`config.mk`:
```
export PLATFORM = sky130hd
export DESIGN_NAME = rvc_instruction_expander_top
export DESIGN_NICKNAME = d
export VERILOG_FILES = /design/src/rtl/rvce_pkg.sv /design/src/rtl/rvce_decode.sv /design/src/rtl/rvc_instruction_expander_top.sv
export SDC_FILE = /design/constraint.sdc
export NUM_CORES = 1
export LEC_CHECK = 0
export ABC_AREA = 1
export BUFFER_PORTS_ARGS = -buffer_cell sky130_fd_sc_hd__buf_4
export CORE_MARGIN = 8
export CORE_UTILIZATION = 60
export DETAILED_ROUTE_END_ITERATION = 12
export PLACE_DENSITY = 0.83
export SYNTH_ARGS = -nofsm -noshare
export SYNTH_HDL_FRONTEND = slang
export SYNTH_HIERARCHICAL = 1
export SYNTH_SLANG_ARGS = --single-unit
```
`constraint.sdc`:
```
create_clock -name clk -period 2.99 [get_ports clk]
set_input_delay 0.598 -clock clk [delete_from_list [all_inputs] [get_ports clk]]
set_output_delay 0.598 -clock clk [all_outputs]
set_load 0.02 [all_outputs]
```
`src/rtl/rvce_pkg.sv`:
```
// rvce_pkg: shared types and RISC-V encoding constants for the RVC expander
// no dependencies
`default_nettype none

package rvce_pkg;

  typedef logic [15:0] cinstr_t;
  typedef logic [31:0] instr_t;
  typedef logic [4:0]  reg_t;
  typedef logic [11:0] imm12_t;

  // quadrant codes, bits 1:0 of the compressed word
  localparam logic [1:0] QUAD_0 = 2'd0;
  localparam logic [1:0] QUAD_1 = 2'd1;
  localparam logic [1:0] QUAD_2 = 2'd2;

  // base opcodes
  localparam logic [6:0] OPC_LOAD    = 7'h03;
  localparam logic [6:0] OPC_LOAD_FP = 7'h07;
  localparam logic [6:0] OPC_OP_IMM  = 7'h13;
  localparam logic [6:0] OPC_OP_IMMW = 7'h1b;
  localparam logic [6:0] OPC_STORE   = 7'h23;
  localparam logic [6:0] OPC_STOREFP = 7'h27;
  localparam logic [6:0] OPC_OP      = 7'h33;
  localparam logic [6:0] OPC_LUI     = 7'h37;
  localparam logic [6:0] OPC_OPW     = 7'h3b;
  localparam logic [6:0] OPC_BRANCH  = 7'h63;
  localparam logic [6:0] OPC_JALR    = 7'h67;
  localparam logic [6:0] OPC_JAL     = 7'h6f;

  localparam instr_t EBREAK_INSTR = 32'h0010_0073;

  // funct3 codes
  localparam logic [2:0] F3_ADD  = 3'd0;
  localparam logic [2:0] F3_SLL  = 3'd1;
  localparam logic [2:0] F3_W    = 3'd2;
  localparam logic [2:0] F3_D    = 3'd3;
  localparam logic [2:0] F3_XOR  = 3'd4;
  localparam logic [2:0] F3_SR   = 3'd5;
  localparam logic [2:0] F3_OR   = 3'd6;
  localparam logic [2:0] F3_AND  = 3'd7;

  // funct7 codes
  localparam logic [6:0] F7_BASE = 7'h00;
  localparam logic [6:0] F7_SUB  = 7'h20;

  // fixed registers
  localparam reg_t REG_ZERO = 5'd0;
  localparam reg_t REG_RA   = 5'd1;
  localparam reg_t REG_SP   = 5'd2;

endpackage

`default_nettype wire

```
`src/rtl/rvce_decode.sv`:
```
// rvce_decode: combinational RV64C to 32-bit instruction expansion
// depends on rvce_pkg
`default_nettype none

module rvce_decode (
  input  rvce_pkg::cinstr_t x,
  output rvce_pkg::instr_t  y
);
  import rvce_pkg::*;

  function automatic instr_t fmt_i(logic [6:0] opc, reg_t rd, logic [2:0] f3, reg_t rs1,
                                   imm12_t imm);
    return {imm, rs1, f3, rd, opc};
  endfunction

  function automatic instr_t fmt_s(logic [6:0] opc, logic [2:0] f3, reg_t rs1, reg_t rs2,
                                   imm12_t imm);
    return {imm[11:5], rs2, rs1, f3, imm[4:0], opc};
  endfunction

  function automatic instr_t fmt_r(logic [6:0] opc, reg_t rd, logic [2:0] f3, reg_t rs1,
                                   reg_t rs2, logic [6:0] f7);
    return {f7, rs2, rs1, f3, rd, opc};
  endfunction

  logic [2:0] f3;
  reg_t       rfull, r2, rp1, rp2;
  imm12_t     imm6, shamt, imm4spn, imm_lw, imm_ld, imm16sp, imm_ldsp, imm_lwsp;
  imm12_t     imm_swsp, imm_sdsp;
  logic       s;
  logic [1:0] grp, op2;

  // field extraction
  assign f3    = x[15:13];
  assign rfull = x[11:7];
  assign r2    = x[6:2];
  assign rp1   = {2'b01, x[9:7]};
  assign rp2   = {2'b01, x[4:2]};
  assign s     = x[12];
  assign grp   = x[11:10];
  assign op2   = x[6:5];

  // immediate layouts
  assign imm6     = {{7{s}}, x[6:2]};
  assign shamt    = {6'd0, s, x[6:2]};
  assign imm4spn  = {2'b00, x[10:7], x[12:11], x[5], x[6], 2'b00};
  assign imm_lw   = {5'd0, x[5], x[12:10], x[6], 2'b00};
  assign imm_ld   = {4'd0, x[6:5], x[12:10], 3'b000};
  assign imm16sp  = {{3{s}}, x[4:3], x[5], x[2], x[6], 4'd0};
  assign imm_ldsp = {3'd0, x[4:2], s, x[6:5], 3'b000};
  assign imm_lwsp = {4'd0, x[3:2], s, x[6:4], 2'b00};
  assign imm_swsp = {4'd0, x[8:7], x[12:9], 2'b00};
  assign imm_sdsp = {3'd0, x[9:7], x[12:10], 3'b000};

  // expansion by quadrant and funct3
  always_comb begin
    y = '0;
    case (x[1:0])
      QUAD_0: begin
        case (f3)
          3'd0: y = (imm4spn != '0) ? fmt_i(OPC_OP_IMM, rp2, F3_ADD, REG_SP, imm4spn) : '0;
          3'd1: y = fmt_i(OPC_LOAD_FP, rp2, F3_D, rp1, imm_ld);
          3'd2: y = fmt_i(OPC_LOAD, rp2, F3_W, rp1, imm_lw);
          3'd3: y = fmt_i(OPC_LOAD, rp2, F3_D, rp1, imm_ld);
          3'd5: y = fmt_s(OPC_STOREFP, F3_D, rp1, rp2, imm_ld);
          3'd6: y = fmt_s(OPC_STORE, F3_W, rp1, rp2, imm_lw);
          3'd7: y = fmt_s(OPC_STORE, F3_D, rp1, rp2, imm_ld);
          default: y = '0;
        endcase
      end
      QUAD_1: begin
        case (f3)
          3'd0: y = fmt_i(OPC_OP_IMM, rfull, F3_ADD, rfull, imm6);
          3'd1: y = (rfull != REG_ZERO) ? fmt_i(OPC_OP_IMMW, rfull, F3_ADD, rfull, imm6) : '0;
          3'd2: y = fmt_i(OPC_OP_IMM, rfull, F3_ADD, REG_ZERO, imm6);
          3'd3: begin
            if (rfull == REG_SP) begin
              y = (imm16sp != '0) ? fmt_i(OPC_OP_IMM, REG_SP, F3_ADD, REG_SP, imm16sp) : '0;
            end else begin
              y = ({s, x[6:2]} != 6'd0) ? {{14{s}}, s, x[6:2], rfull, OPC_LUI} : '0;
            end
          end
          3'd4: begin
            case (grp)
              2'd0: y = fmt_i(OPC_OP_IMM, rp1, F3_SR, rp1, shamt);
              2'd1: y = fmt_i(OPC_OP_IMM, rp1, F3_SR, rp1, shamt | 12'h400);
              2'd2: y = fmt_i(OPC_OP_IMM, rp1, F3_AND, rp1, imm6);
              default: begin
                if (s) begin
                  case (op2)
                    2'd0: y = fmt_r(OPC_OPW, rp1, F3_ADD, rp1, rp2, F7_SUB);
                    2'd1: y = fmt_r(OPC_OPW, rp1, F3_ADD, rp1, rp2, F7_BASE);
                    default: y = '0;
                  endcase
                end else begin
                  case (op2)
                    2'd0: y = fmt_r(OPC_OP, rp1, F3_ADD, rp1, rp2, F7_SUB);
                    2'd1: y = fmt_r(OPC_OP, rp1, F3_XOR, rp1, rp2, F7_BASE);
                    2'd2: y = fmt_r(OPC_OP, rp1, F3_OR, rp1, rp2, F7_BASE);
                    default: y = fmt_r(OPC_OP, rp1, F3_AND, rp1, rp2, F7_BASE);
                  endcase
                end
              end
            endcase
          end
          3'd5: begin
            // jal x0 with J-type immediate
            y = {s, x[8], x[10:9], x[6], x[7], x[2], x[11], x[5:3], s, {8{s}},
                 REG_ZERO, OPC_JAL};
          end
          default: begin
            // beqz / bnez with B-type immediate
            y = {s, s, s, s, x[6:5], x[2], REG_ZERO, rp1, 2'b00, f3[0],
                 x[11:10], x[4:3], s, OPC_BRANCH};
          end
        endcase
      end
      QUAD_2: begin
        case (f3)
          3'd0: y = fmt_i(OPC_OP_IMM, rfull, F3_SLL, rfull, shamt);
          3'd1: y = fmt_i(OPC_LOAD_FP, rfull, F3_D, REG_SP, imm_ldsp);
          3'd2: y = (rfull != REG_ZERO) ? fmt_i(OPC_LOAD, rfull, F3_W, REG_SP, imm_lwsp) : '0;
          3'd3: y = (rfull != REG_ZERO) ? fmt_i(OPC_LOAD, rfull, F3_D, REG_SP, imm_ldsp) : '0;
          3'd4: begin
            if (!s) begin
              if (r2 != REG_ZERO) begin
                y = fmt_r(OPC_OP, rfull, F3_ADD, REG_ZERO, r2, F7_BASE);
              end else begin
                y = (rfull != REG_ZERO) ?
                    fmt_i(OPC_JALR, REG_ZERO, F3_ADD, rfull, '0) : '0;
              end
            end else if (rfull == REG_ZERO && r2 == REG_ZERO) begin
              y = EBREAK_INSTR;
            end else if (r2 != REG_ZERO) begin
              y = fmt_r(OPC_OP, rfull, F3_ADD, rfull, r2, F7_BASE);
            end else begin
              y = fmt_i(OPC_JALR, REG_RA, F3_ADD, rfull, '0);
            end
          end
          3'd5: y = fmt_s(OPC_STOREFP, F3_D, REG_SP, r2, imm_sdsp);
          3'd6: y = fmt_s(OPC_STORE, F3_W, REG_SP, r2, imm_swsp);
          default: y = fmt_s(OPC_STORE, F3_D, REG_SP, r2, imm_sdsp);
        endcase
      end
      default: y = '0;
    endcase
  end

endmodule

`default_nettype wire

```
`src/rtl/rvc_instruction_expander_top.sv`:
```
// rvc_instruction_expander_top: registered RV64C expander, input and result registers
// depends on rvce_pkg and rvce_decode
// an accepted item passes the input register, the decode logic and the result register before it strobes
// throughput: one item per cycle; busy never rises, set by the single decode stage
// the receiver cannot stall; results leave on out_strobe for one cycle
// reset (rst_n low, synchronous) clears the valid flags of both stages
`default_nettype none

module rvc_instruction_expander_top (
  input  wire               clk,
  input  wire               rst_n,
  input  wire               start,
  output logic              busy,
  input  rvce_pkg::cinstr_t in_compressed_instr,
  output logic              out_strobe,
  output rvce_pkg::instr_t  out_expanded_instr
);
  import rvce_pkg::*;

  cinstr_t in_r;
  logic    in_vld_r;
  instr_t  dec_y;
  instr_t  out_r;
  logic    out_vld_r;

  // input register
  always_ff @(posedge clk) begin
    if (!rst_n) begin
      in_vld_r <= 1'b0;
    end else begin
      in_vld_r <= start;
    end
  end

  always_ff @(posedge clk) begin
    if (start) begin
      in_r <= in_compressed_instr;
    end
  end

  // expansion logic
  rvce_decode u_decode (
    .x (in_r),
    .y (dec_y)
  );

  // result register
  always_ff @(posedge clk) begin
    if (!rst_n) begin
      out_vld_r <= 1'b0;
    end else begin
      out_vld_r <= in_vld_r;
    end
  end

  always_ff @(posedge clk) begin
    if (in_vld_r) begin
      out_r <= dec_y;
    end
  end

  assign busy               = 1'b0;
  assign out_strobe         = out_vld_r;
  assign out_expanded_instr = out_r;

  // checks
  a_accept_loads: assert property (@(posedge clk) disable iff (!rst_n)
    (start && !busy) |=> in_vld_r)
    else $error("accepted item not captured");

  a_item_flows: assert property (@(posedge clk) disable iff (!rst_n)
    in_vld_r |=> out_strobe)
    else $error("captured item produced no result");

  a_no_phantom: assert property (@(posedge clk) disable iff (!rst_n)
    (out_strobe && $past(rst_n)) |-> $past(in_vld_r))
    else $error("result without item");

  a_quad3_zero: assert property (@(posedge clk) disable iff (!rst_n)
    (in_vld_r && in_r[1:0] == 2'b11) |=> (out_expanded_instr == '0))
    else $error("quadrant three not zeroed");

  a_legal_form: assert property (@(posedge clk) disable iff (!rst_n)
    (out_strobe && out_expanded_instr != '0) |-> (out_expanded_instr[1:0] == 2'b11))
    else $error("expanded instruction not 32-bit form");

endmodule

`default_nettype wire

```
# ---- Word-level counts from Yosys, hierarchy flattened
# Cells that the tools add are included.
dict set report op_classes {
  add_sub_neg 0
  n_eq_ne 14
  n_reduce_logical 12
  shifts 0
  n_mux 20
  n_lt_le_gt_ge 0
  bitwise_logic 0
  mul 0
  n_div 0
}
# cell n
set ops {}
lappend ops {{$pmux 32 s7} 2}
lappend ops {{$mux 32} 8}
lappend ops {{$pmux 32 s3} 2}
lappend ops {{$pmux 32 s6} 1}
lappend ops {{$pmux 31 s3} 1}
lappend ops {{$pmux 31 s2} 1}
lappend ops {{$mux 30} 1}
lappend ops {{$mux 29} 1}
lappend ops {{$mux 28} 1}
lappend ops {{$mux 25} 1}
lappend ops {{$reduce_bool 12->1} 2}
lappend ops {{$mux 20} 1}
lappend ops {{$eq 3x3->1 const B} 4}
lappend ops {{$logic_not 5->1} 2}
lappend ops {{$reduce_bool 5->1} 2}
lappend ops {{$eq 2x1->1 const B} 3}
lappend ops {{$eq 2x2->1 const B} 3}
lappend ops {{$eq 3x2->1 const B} 2}
lappend ops {{$logic_not 2->1} 3}
lappend ops {{$reduce_bool 6->1} 1}
lappend ops {{$eq 5x2->1 const B} 1}
lappend ops {{$eq 3x1->1 const B} 1}
lappend ops {{$logic_not 3->1} 1}
lappend ops {{$logic_and 1x1->1} 1}
dict set report totals {
  romBits 0
  regBits 50
  wordCells 50
  latch_bits 0
  input_bits 19
  memories 0
  ramBits 0
  out_inout_bits 34
}

# ---- Longest topological paths before layout
# Gate-level depths: netlist of the first run.
dict set report logic_depth {
  depth_word 6
  depth_mapped 11
  ltp_nobuf 9
}

# ---- By module
# Netlist of the first run, hierarchy kept.
# module seq_area_each_um2 cells_per_inst area_per_inst_um2 n_inst
set by_module_without_submodules {}
lappend by_module_without_submodules {rvce_decode 0.0 396 2049.5 1}
lappend by_module_without_submodules {rvc_instruction_expander_top 1481.4 56 1507.7 1}

# ---- Worst setup path before layout of the first run
# Ideal clock, no wire load.
dict set report synth_timing {
  path_type {register to register}
  from {register in_r[5]}
  to {register out_r[1], in the netlist out_expanded_instr[1], data pin}
  stages_incl_launch_ff 10
  synth_period_minus_slack_ns 1.591
  t_arrival_ns 1.340
  setup_time_ns 0.251
  required_time_ns 2.739
  path_buffers 1
  slack_ns 1.399
  path_cell_list {edfxtp_1 nor2_4 nand3_4 nor2_2 nand2_1 nand2_1 nand2_1 nand2_1 nand3_1 buf_4}
}
dict set report synth_between {
  elab_chain_len 6
  word_cells_on_any_way 22
  cone_classes {eq/ne (1); mux (14); reduce/logical (7)}
}
# item line_no
set synth_lines {}
lappend synth_lines {{from (decl)} rvc_instruction_expander_top.sv:20} ;# cinstr_t in_r;
lappend synth_lines {{from (signal assigned)} rvc_instruction_expander_top.sv:37} ;# in_r <= in_compressed_instr;
lappend synth_lines {{$eq 2x1->1 (tied with other cells)} rvce_decode.sv:90} ;# case (op2)
lappend synth_lines {{$pmux 31 s2 / $logic_and 1x1->1 (equally long branches)} {rvce_decode.sv:90, rvce_decode.sv:132}}
lappend synth_lines {{$mux 32, on equally long branches} {rvce_decode.sv:89, rvce_decode.sv:132}}
lappend synth_lines {{$pmux 32 s3 / $mux 32 (equally long branches)} {rvce_decode.sv:84, rvce_decode.sv:125}}
lappend synth_lines {{$pmux 32 s6 / $pmux 32 s7 (equally long branches)} {rvce_decode.sv:72, rvce_decode.sv:119}}
lappend synth_lines {{$pmux 32 s3 *} rvce_decode.sv:58} ;# case (x[1:0])
lappend synth_lines {{net dec_y[1]} rvc_instruction_expander_top.sv:22} ;# instr_t dec_y;
lappend synth_lines {{to (signal assigned)} rvc_instruction_expander_top.sv:58} ;# out_r <= dec_y;
lappend synth_lines {{to (decl)} rvc_instruction_expander_top.sv:23} ;# instr_t out_r;
# Mark *: on every way through the listed nets, which the timed path passes. The rest lies on a longest branch.
# A chain may end at the register's enable or synchronous reset.

# ---- Final worst setup path of the first run
dict set report layout_timing {
  from {register in_r[14]}
  to {register out_r[27], in the netlist out_expanded_instr[27], data pin}
}
dict set report layout_between {
  elab_chain_len 3
  word_cells_on_any_way 12
  cone_classes {eq/ne (7); mux (4); reduce/logical (1)}
}
# item line_no
set layout_lines {}
lappend layout_lines {{$eq 3x3->1 (tied with other cells)} {rvce_decode.sv:60, rvce_decode.sv:119}}
lappend layout_lines {{$pmux 32 s7 (tied with other cells)} rvce_decode.sv:119} ;# case (f3)
lappend layout_lines {{$pmux 32 s3 *} rvce_decode.sv:58}
lappend layout_lines {{net dec_y[27]} rvc_instruction_expander_top.sv:22}
# Marked as above.

==> flow_summary_export.csv, run 1 <==
group,metric,value,unit
status,status,"completed",
timing,skew,6.760,ps
final_layout,layout_commonest_cell,"nand2_1",
clocking,cts.sinks,50,
timing,tightest_slew,719.0,ps
hold_path,hold_depth,2,
critical_path,crit_buf_inv,2,
global_route,grt_pass1_wl,18730,um
timing,rsz0062_at_grt,"false",
clocking,cts_setup_buffers,0,
logic_synthesis,synth_cells,452,
route,viasPerCell,6.371,
global_route,grt_use_total,28.03,%
clocking,cts_resized,0,
final_layout,antenna_cells,0,
global_route,grt_max_degree,33,
timing,finalCriticalPeriod,2242,ps
run,cap_violations,0,
hold_path,min_from,"in_vld_r",
critical_path,rr_worst_depth,9,
final_layout,drive_gt1_share,24.14,%
logic_synthesis,synthesis.nets,471,
critical_path,max_stage_delay,820,ps
critical_path,r2r_start,"in_r[14]",
timing,relSlewSlack,52.06,%
place,portBuffers,51,
pwr,p_leak,1.773,nW
route,drt-total-wl,11760,um
timing,slew_viol_final,0,
route,ant_nets,0,
logic_synthesis,synth_cell_type_count,35,
clocking,clk_latency,310,ps
clocking,clkTransAtPathRegs,90,ps
logic_synthesis,synth_seq_cells,50,
critical_path,crit_required,3070,ps
route,wire_per_inst,20.56,um
route,first_iter_violations,699,
critical_path,critPathTopFamily,"flip-flops",
place,gp_congestion,1.118,
route,drc_errors,0,
final_layout,nets,515,
global_route,grt_antenna_before_repair,0,
timing,hold_viol,0,
logic_synthesis,avgSynthCellArea,7.870,um2
logic_synthesis,yosysSeqAreaShare,41.65,%
die,die-area,8648,um2
place,dp_hpwl,8603,um
route,m1WireLength,4495,um
critical_path,cpMaxStageDelayCell,"edfxtp_1",
critical_path,crit_chain,"nand2_2, inv_2, nand2_1, nand2_2, inv_2, nand4_1, nand2_1, nor2_1, nand2_1",
critical_path,critPathLaunchType,"flip-flop",
final_layout,final_cell_mix,"nand2_1 (124), buf_4 (57), nand3_1 (57)",
clocking,cts_root_buffer,"clkbuf_8",
die,die_y,93.00,um
critical_path,crit_path_frequent_cell,"nand2_1",
hold_path,holdPathEnd,"out_strobe",
critical_path,path_class,"flip-flop to flip-flop",
hold_path,hold_path_class,"flip-flop to flip-flop",
critical_path,end_kind,"flip-flop",
timing,setup_viol,0,
timing,fmax,0.4460,GHz
die,die_w,93.00,um
route,wl_met2,5222,um
clocking,tritoncts,"built",
pwr,power_density,460.0,nW/um2
timing,period_share,74.98,%
critical_path,reg2reg_to,"out_expanded_instr[27]",
die,num_io_pins,53,
global_route,grt_pass1_vias,3456,
route,vias,3644,
clocking,clockBufferDepth,2,
pwr,ir_drop,277.9,uV
critical_path,cp.arrival,2320,ps
clocking,cts.htree.levels,2,
route,top_layer,"met4",
logic_synthesis,syn_area,3557,um2
clocking,cts_hold_buffers,0,
timing,fin_tns_setup,0,ps
route,dr.pass1.iters,8,
global_route,grt-ovfl-total,0,
final_layout,syn2layout_area_growth,12.66,%
route,routed-wl-met3,1500,um
critical_path,critPathMaxFanout,16,
die,fp-row-count,28,
clocking,cts-buffers-inserted,5,
die,initial_core_util,61.17,%
logic_synthesis,ys_warn_count,6,
timing,whs,444.3,ps
critical_path,r2r_setup_slack,750,ps
die,coreArea,5816,um2
registers in the layout, summed over array words and instances (netlist names):
signal,cells
out_strobe,1
in_r,16
out_expanded_instr,32
in_vld_r,1
routing by layer:
metal | up-vias | global-route usage, %
li1 | 1608 | -
met3 | 55 | 7.853
met2 | 349 | 43.43
met1 | 1632 | 34.47
met5 | - | 0
met4 | 0 | 15.70
cell type report:
cell class / instances / area (um2)
fill: 492 / 1808
inverter: 42 / 165.2
multi-input combinational: 340 / 1754
tap: 75 / 93.84
timing repair buffer: 57 / 427.9
clock buffer: 5 / 68.82
sequential: 50 / 1481
clock inverter: 3 / 16.27
worst max-delay path by stage:
stage                  start                endpoint  slack [ps]  depth (start not counted)
global route        in_r[14]  out_expanded_instr[27]         640                          9
floorplan            in_r[5]   out_expanded_instr[1]        1400                          9
finish              in_r[14]  out_expanded_instr[27]         750                          9
global placement    in_r[14]  out_expanded_instr[23]         840                          7
CTS                 in_r[15]   out_expanded_instr[5]         840                          9
detailed placement  in_r[15]   out_expanded_instr[5]         830                          9
power breakdown:
group          switching (mW)  leakage [nW]  internal (mW)
Clock                   0.233        0.0416          0.161
Sequential             0.0674         0.451          0.842
Combinational           0.362          1.28          0.178
Total                   0.663          1.77           1.18
cell families (layout without fill, tap and decap cells):
group / count (synthesis) / count (layout) / share of synthesized area [%]
AOI/OAI and AO/OA: 66 / 66 / 10.34
buffers and inverters: 62 / 107 / 9.040
DFF: 50 / 50 / 41.65
other: 1 / 1 / 0.1054
and+or+nand+nor: 273 / 273 / 38.87
synth_stat cells:
cell,count,area [um2]
a21oi_1,22,110.1
a21oi_2,1,8.760
a31oi_1,1,6.260
a41oi_1,1,8.760
buf_2,8,40.04
buf_4,5,37.54
buf_6,7,78.83
clkinv_2,2,10.01
conb_1,1,3.750
dfxtp_1,2,40.04
edfxtp_1,48,1441
inv_1,31,116.4
inv_2,7,26.28
inv_4,2,12.51
nand2_1,124,465.5
nand2_2,15,93.84
nand2_4,5,56.30
nand3_1,57,285.3
nand3_2,1,10.01
nand3_4,4,70.07
nand3b_1,3,22.52
nand4_1,9,56.30
nand4_2,1,12.51
nor2_1,34,127.6
nor2_2,7,43.79
nor2_4,7,78.83
nor2_8,2,40.04
nor3_1,4,20.02
o211ai_1,2,15.01
o211ai_2,1,12.51
o21a_1,1,7.510
o21ai_0,26,130.1
o21ai_1,8,40.04
o22ai_1,2,12.51
o32ai_2,1,16.27
per-stage QoR:
stage	std cells	power (mW)	setup slack, ps	area [um2]	util, %
5_1_grt	572	1.916	644.7	4008	68.91
2_1_floorplan	452	1.271	1399	3557	-
6_report	572	1.843	748.0	4008	68.91
3_3_place_gp	564	1.441	841.6	3923	67.45
3_5_place_dp	564	1.443	831.1	3923	67.45
4_1_cts	572	1.829	839.1	4008	68.91
worst reg2reg max path, delay by kind of cell (launching register included):
kind | cells | cell delay [ps]
buf+inv | 2 | 400
flops | 1 | 820
simple gates | 7 | 770
Note: power is estimated with default switching activity, not from simulation.
==> run 2: changes to the inputs <==
--- a/config.mk
+++ b/config.mk
@@ -8,9 +8,9 @@
 export ABC_AREA = 1
 export BUFFER_PORTS_ARGS = -buffer_cell sky130_fd_sc_hd__buf_4
 export CORE_MARGIN = 8
-export CORE_UTILIZATION = 60
+export CORE_UTILIZATION = 58
 export DETAILED_ROUTE_END_ITERATION = 12
-export PLACE_DENSITY = 0.83
+export PLACE_DENSITY = 0.81
 export SYNTH_ARGS = -nofsm -noshare
 export SYNTH_HDL_FRONTEND = slang
 export SYNTH_HIERARCHICAL = 1
==> constraint.sdc (replaced) <==
create_clock -name clk -period 2.2 [get_ports clk]
set_input_delay 0.44 -clock clk [delete_from_list [all_inputs] [get_ports clk]]
set_output_delay 0.44 -clock clk [all_outputs]
set_load 0.02 [all_outputs]
==> run 2 against run 1 <==
Final cell count up 3.1%. Clock skew is 2.9 ps higher. Flip-flop and latch count stayed put. Largest power group unchanged. First-iteration DRC count decreased by 19%. Maximum frequency up 9.1%. Non-clock buffer count is 19 higher. Global-route usage increased by 1.4 points. Worst hold slack got worse by 140 ps.
==> flow_summary_export.csv, run 2 (synthesis gave the netlist of run 1 again) <==
group,metric,value,unit
timing,rsz0062_at_grt,"false",
global_route,grt_antenna_before_repair,0,
critical_path,crit_required,2380,ps
clocking,clk_latency,310,ps
timing,fin_tns_setup,0,ps
global_route,grt_pass1_vias,3697,
final_layout,largest_reg_flops,32,
clocking,cts.htree.levels,2,
timing,setup_viol,0,
final_layout,drive_gt1_share,26.99,%
timing,finalCriticalPeriod,2055,ps
final_layout,layout_commonest_cell,"nand2_1",
timing,slew_viol_final,0,
global_route,grt_pass1_wl,20170,um
route,ant_nets,0,
critical_path,critPathLaunchType,"flip-flop",
final_layout,nets,534,
final_layout,antenna_cells,0,
clocking,cts-buffers-inserted,5,
timing,hold_viol,0,
place,portBuffers,51,
clocking,cts_resized,0,
pwr,p_leak,1.868,nW
timing,relSlewSlack,63.77,%
critical_path,cp.arrival,2230,ps
die,die_w,94.32,um
die,fp-row-count,28,
pwr,power_density,614.7,nW/um2
critical_path,end_kind,"flip-flop",
critical_path,reg2reg_to,"out_expanded_instr[17]",
clocking,cts.sinks,50,
critical_path,crit_path_end,"out_expanded_instr[17]",
die,coreArea,5921,um2
hold_path,hold_path_class,"input pin to flip-flop",
pwr,p_int,1.632,mW
clocking,tritoncts,"built",
critical_path,r2r_start,"in_r[14]",
run,cap_violations,0,
final_layout,syn2layout_area_growth,16.50,%
pwr,power_frac_clock,20.5,%
timing,period_share,93.41,%
die,initial_core_util,60.08,%
route,wire_per_inst,21.13,um
global_route,grt_use_total,29.45,%
pwr,power_frac_comb,32.0,%
final_layout,num-fill-cells,502,
pwr,total_power,2.547,mW
route,drt-total-wl,12470,um
pwr,ir_drop,399.5,uV
clocking,clockBufferDepth,2,
die,die_y,94.32,um
timing,skew,9.628,ps
status,status,"completed",
critical_path,rr_worst_depth,9,
die,die-area,8895,um2
pwr,switching_power,0.9158,mW
global_route,grt_max_degree,32,
critical_path,r2r_setup_slack,150,ps
final_layout,final_cell_mix,"nand2_1 (124), buf_4 (76), nand3_1 (57)",
global_route,grt-ovfl-total,0,
critical_path,path_class,"flip-flop to flip-flop",
hold_path,min_from,"in_compressed_instr[5]",
pwr,p_seq_share,47.5,%
clocking,cts_root_buffer,"clkbuf_8",
route,dr.pass1.iters,10,
route,first_iter_violations,569,
critical_path,startpoint,"in_r[14]",
critical_path,critPathMaxFanout,5,
die,num_io_pins,53,
route,vias,3766,
timing,tightest_slew,541.4,ps
route,drc_errors,0,
clocking,clkTransAtPathRegs,100,ps
route,viasPerCell,6.383,
pwr,switching_share,35.95,%
timing,fmax,0.4866,GHz
place,gp_congestion,1.139,
place,dp_hpwl,9236,um
-- run 2: changes by cell type in the layout (fill, tap and decap cells not counted) --
cell	delta
buf_4	+19
clkinv_1	-1
clkinv_2	+1
clkinvlp_4	-1
-- run 2: metrics by stage --
stage	instances	area (um2)	util [%]	hold WS, ps	setup slack, ps
floorplan	452	3557	-	533.5	609.2
global route	590	4144	69.99	295.4	71.64
CTS	587	4121	69.61	296.7	205.9
global placement	580	4043	68.28	466.9	221.0
detailed placement	580	4043	68.28	482.5	222.9
finish	590	4144	69.99	299.5	145.1
-- run 2: cell type report --
class	count	area (um2)	area share, %
repair buffers	76	570.5	13.77
multi-input cells	340	1754	42.33
flip-flops and latches	50	1481	35.75
inverters	42	165.2	3.986
clock inverters	2	10.01	0.2415
well taps	75	93.84	2.264
clock buffers	5	68.82	1.661
-- run 2: worst max-delay path, stage by stage, from the launching register on --
cell,delay (ps)
edfxtp_1,550
inv_4,170
nand2_2,90
nor2_1,440
nand2_1,200
nand2_2,200
nor2_1,70
nand2_1,70
nand3_1,60
nand3_1,70
-- run 2: power by group through the flow --
| stage | registers (mW) | clock network (mW) | logic, mW |
|---|---|---|---|
| 4_1_cts | 1.21 | 0.539 | 0.773 |
| 3_5_place_dp | 1.23 | 0 | 0.771 |
| 6_report | 1.21 | 0.523 | 0.815 |
| 5_1_grt | 1.22 | 0.559 | 0.873 |
| 2_1_floorplan | 1.27 | 0 | 0.453 |
| 3_3_place_gp | 1.23 | 0 | 0.768 |
-- run 2: worst min path at each step --
stage	end	slack (ps)	cells past startpoint
detailed placement	out_strobe	480	2
floorplan	in_vld_r	530	2
CTS	in_r[1]	300	1
global placement	out_strobe	470	2
finish	in_r[5]	300	1
global route	in_r[11]	300	1
-- run 2: routing by layer --
layer | vias to the layer above | wire (um) | GRT usage, %
met5 | - | 0 | 0
met4 | 0 | 756 | 14.40
met3 | 78 | 1805 | 9.113
met2 | 376 | 5406 | 44.03
met1 | 1664 | 4501 | 37.66
li1 | 1648 | - | -
-- run 2: repair_timing --
action                     CTS  global route
hold buffers                 0             0
buffers inserted             0             3
setup endpoints to repair    0             1
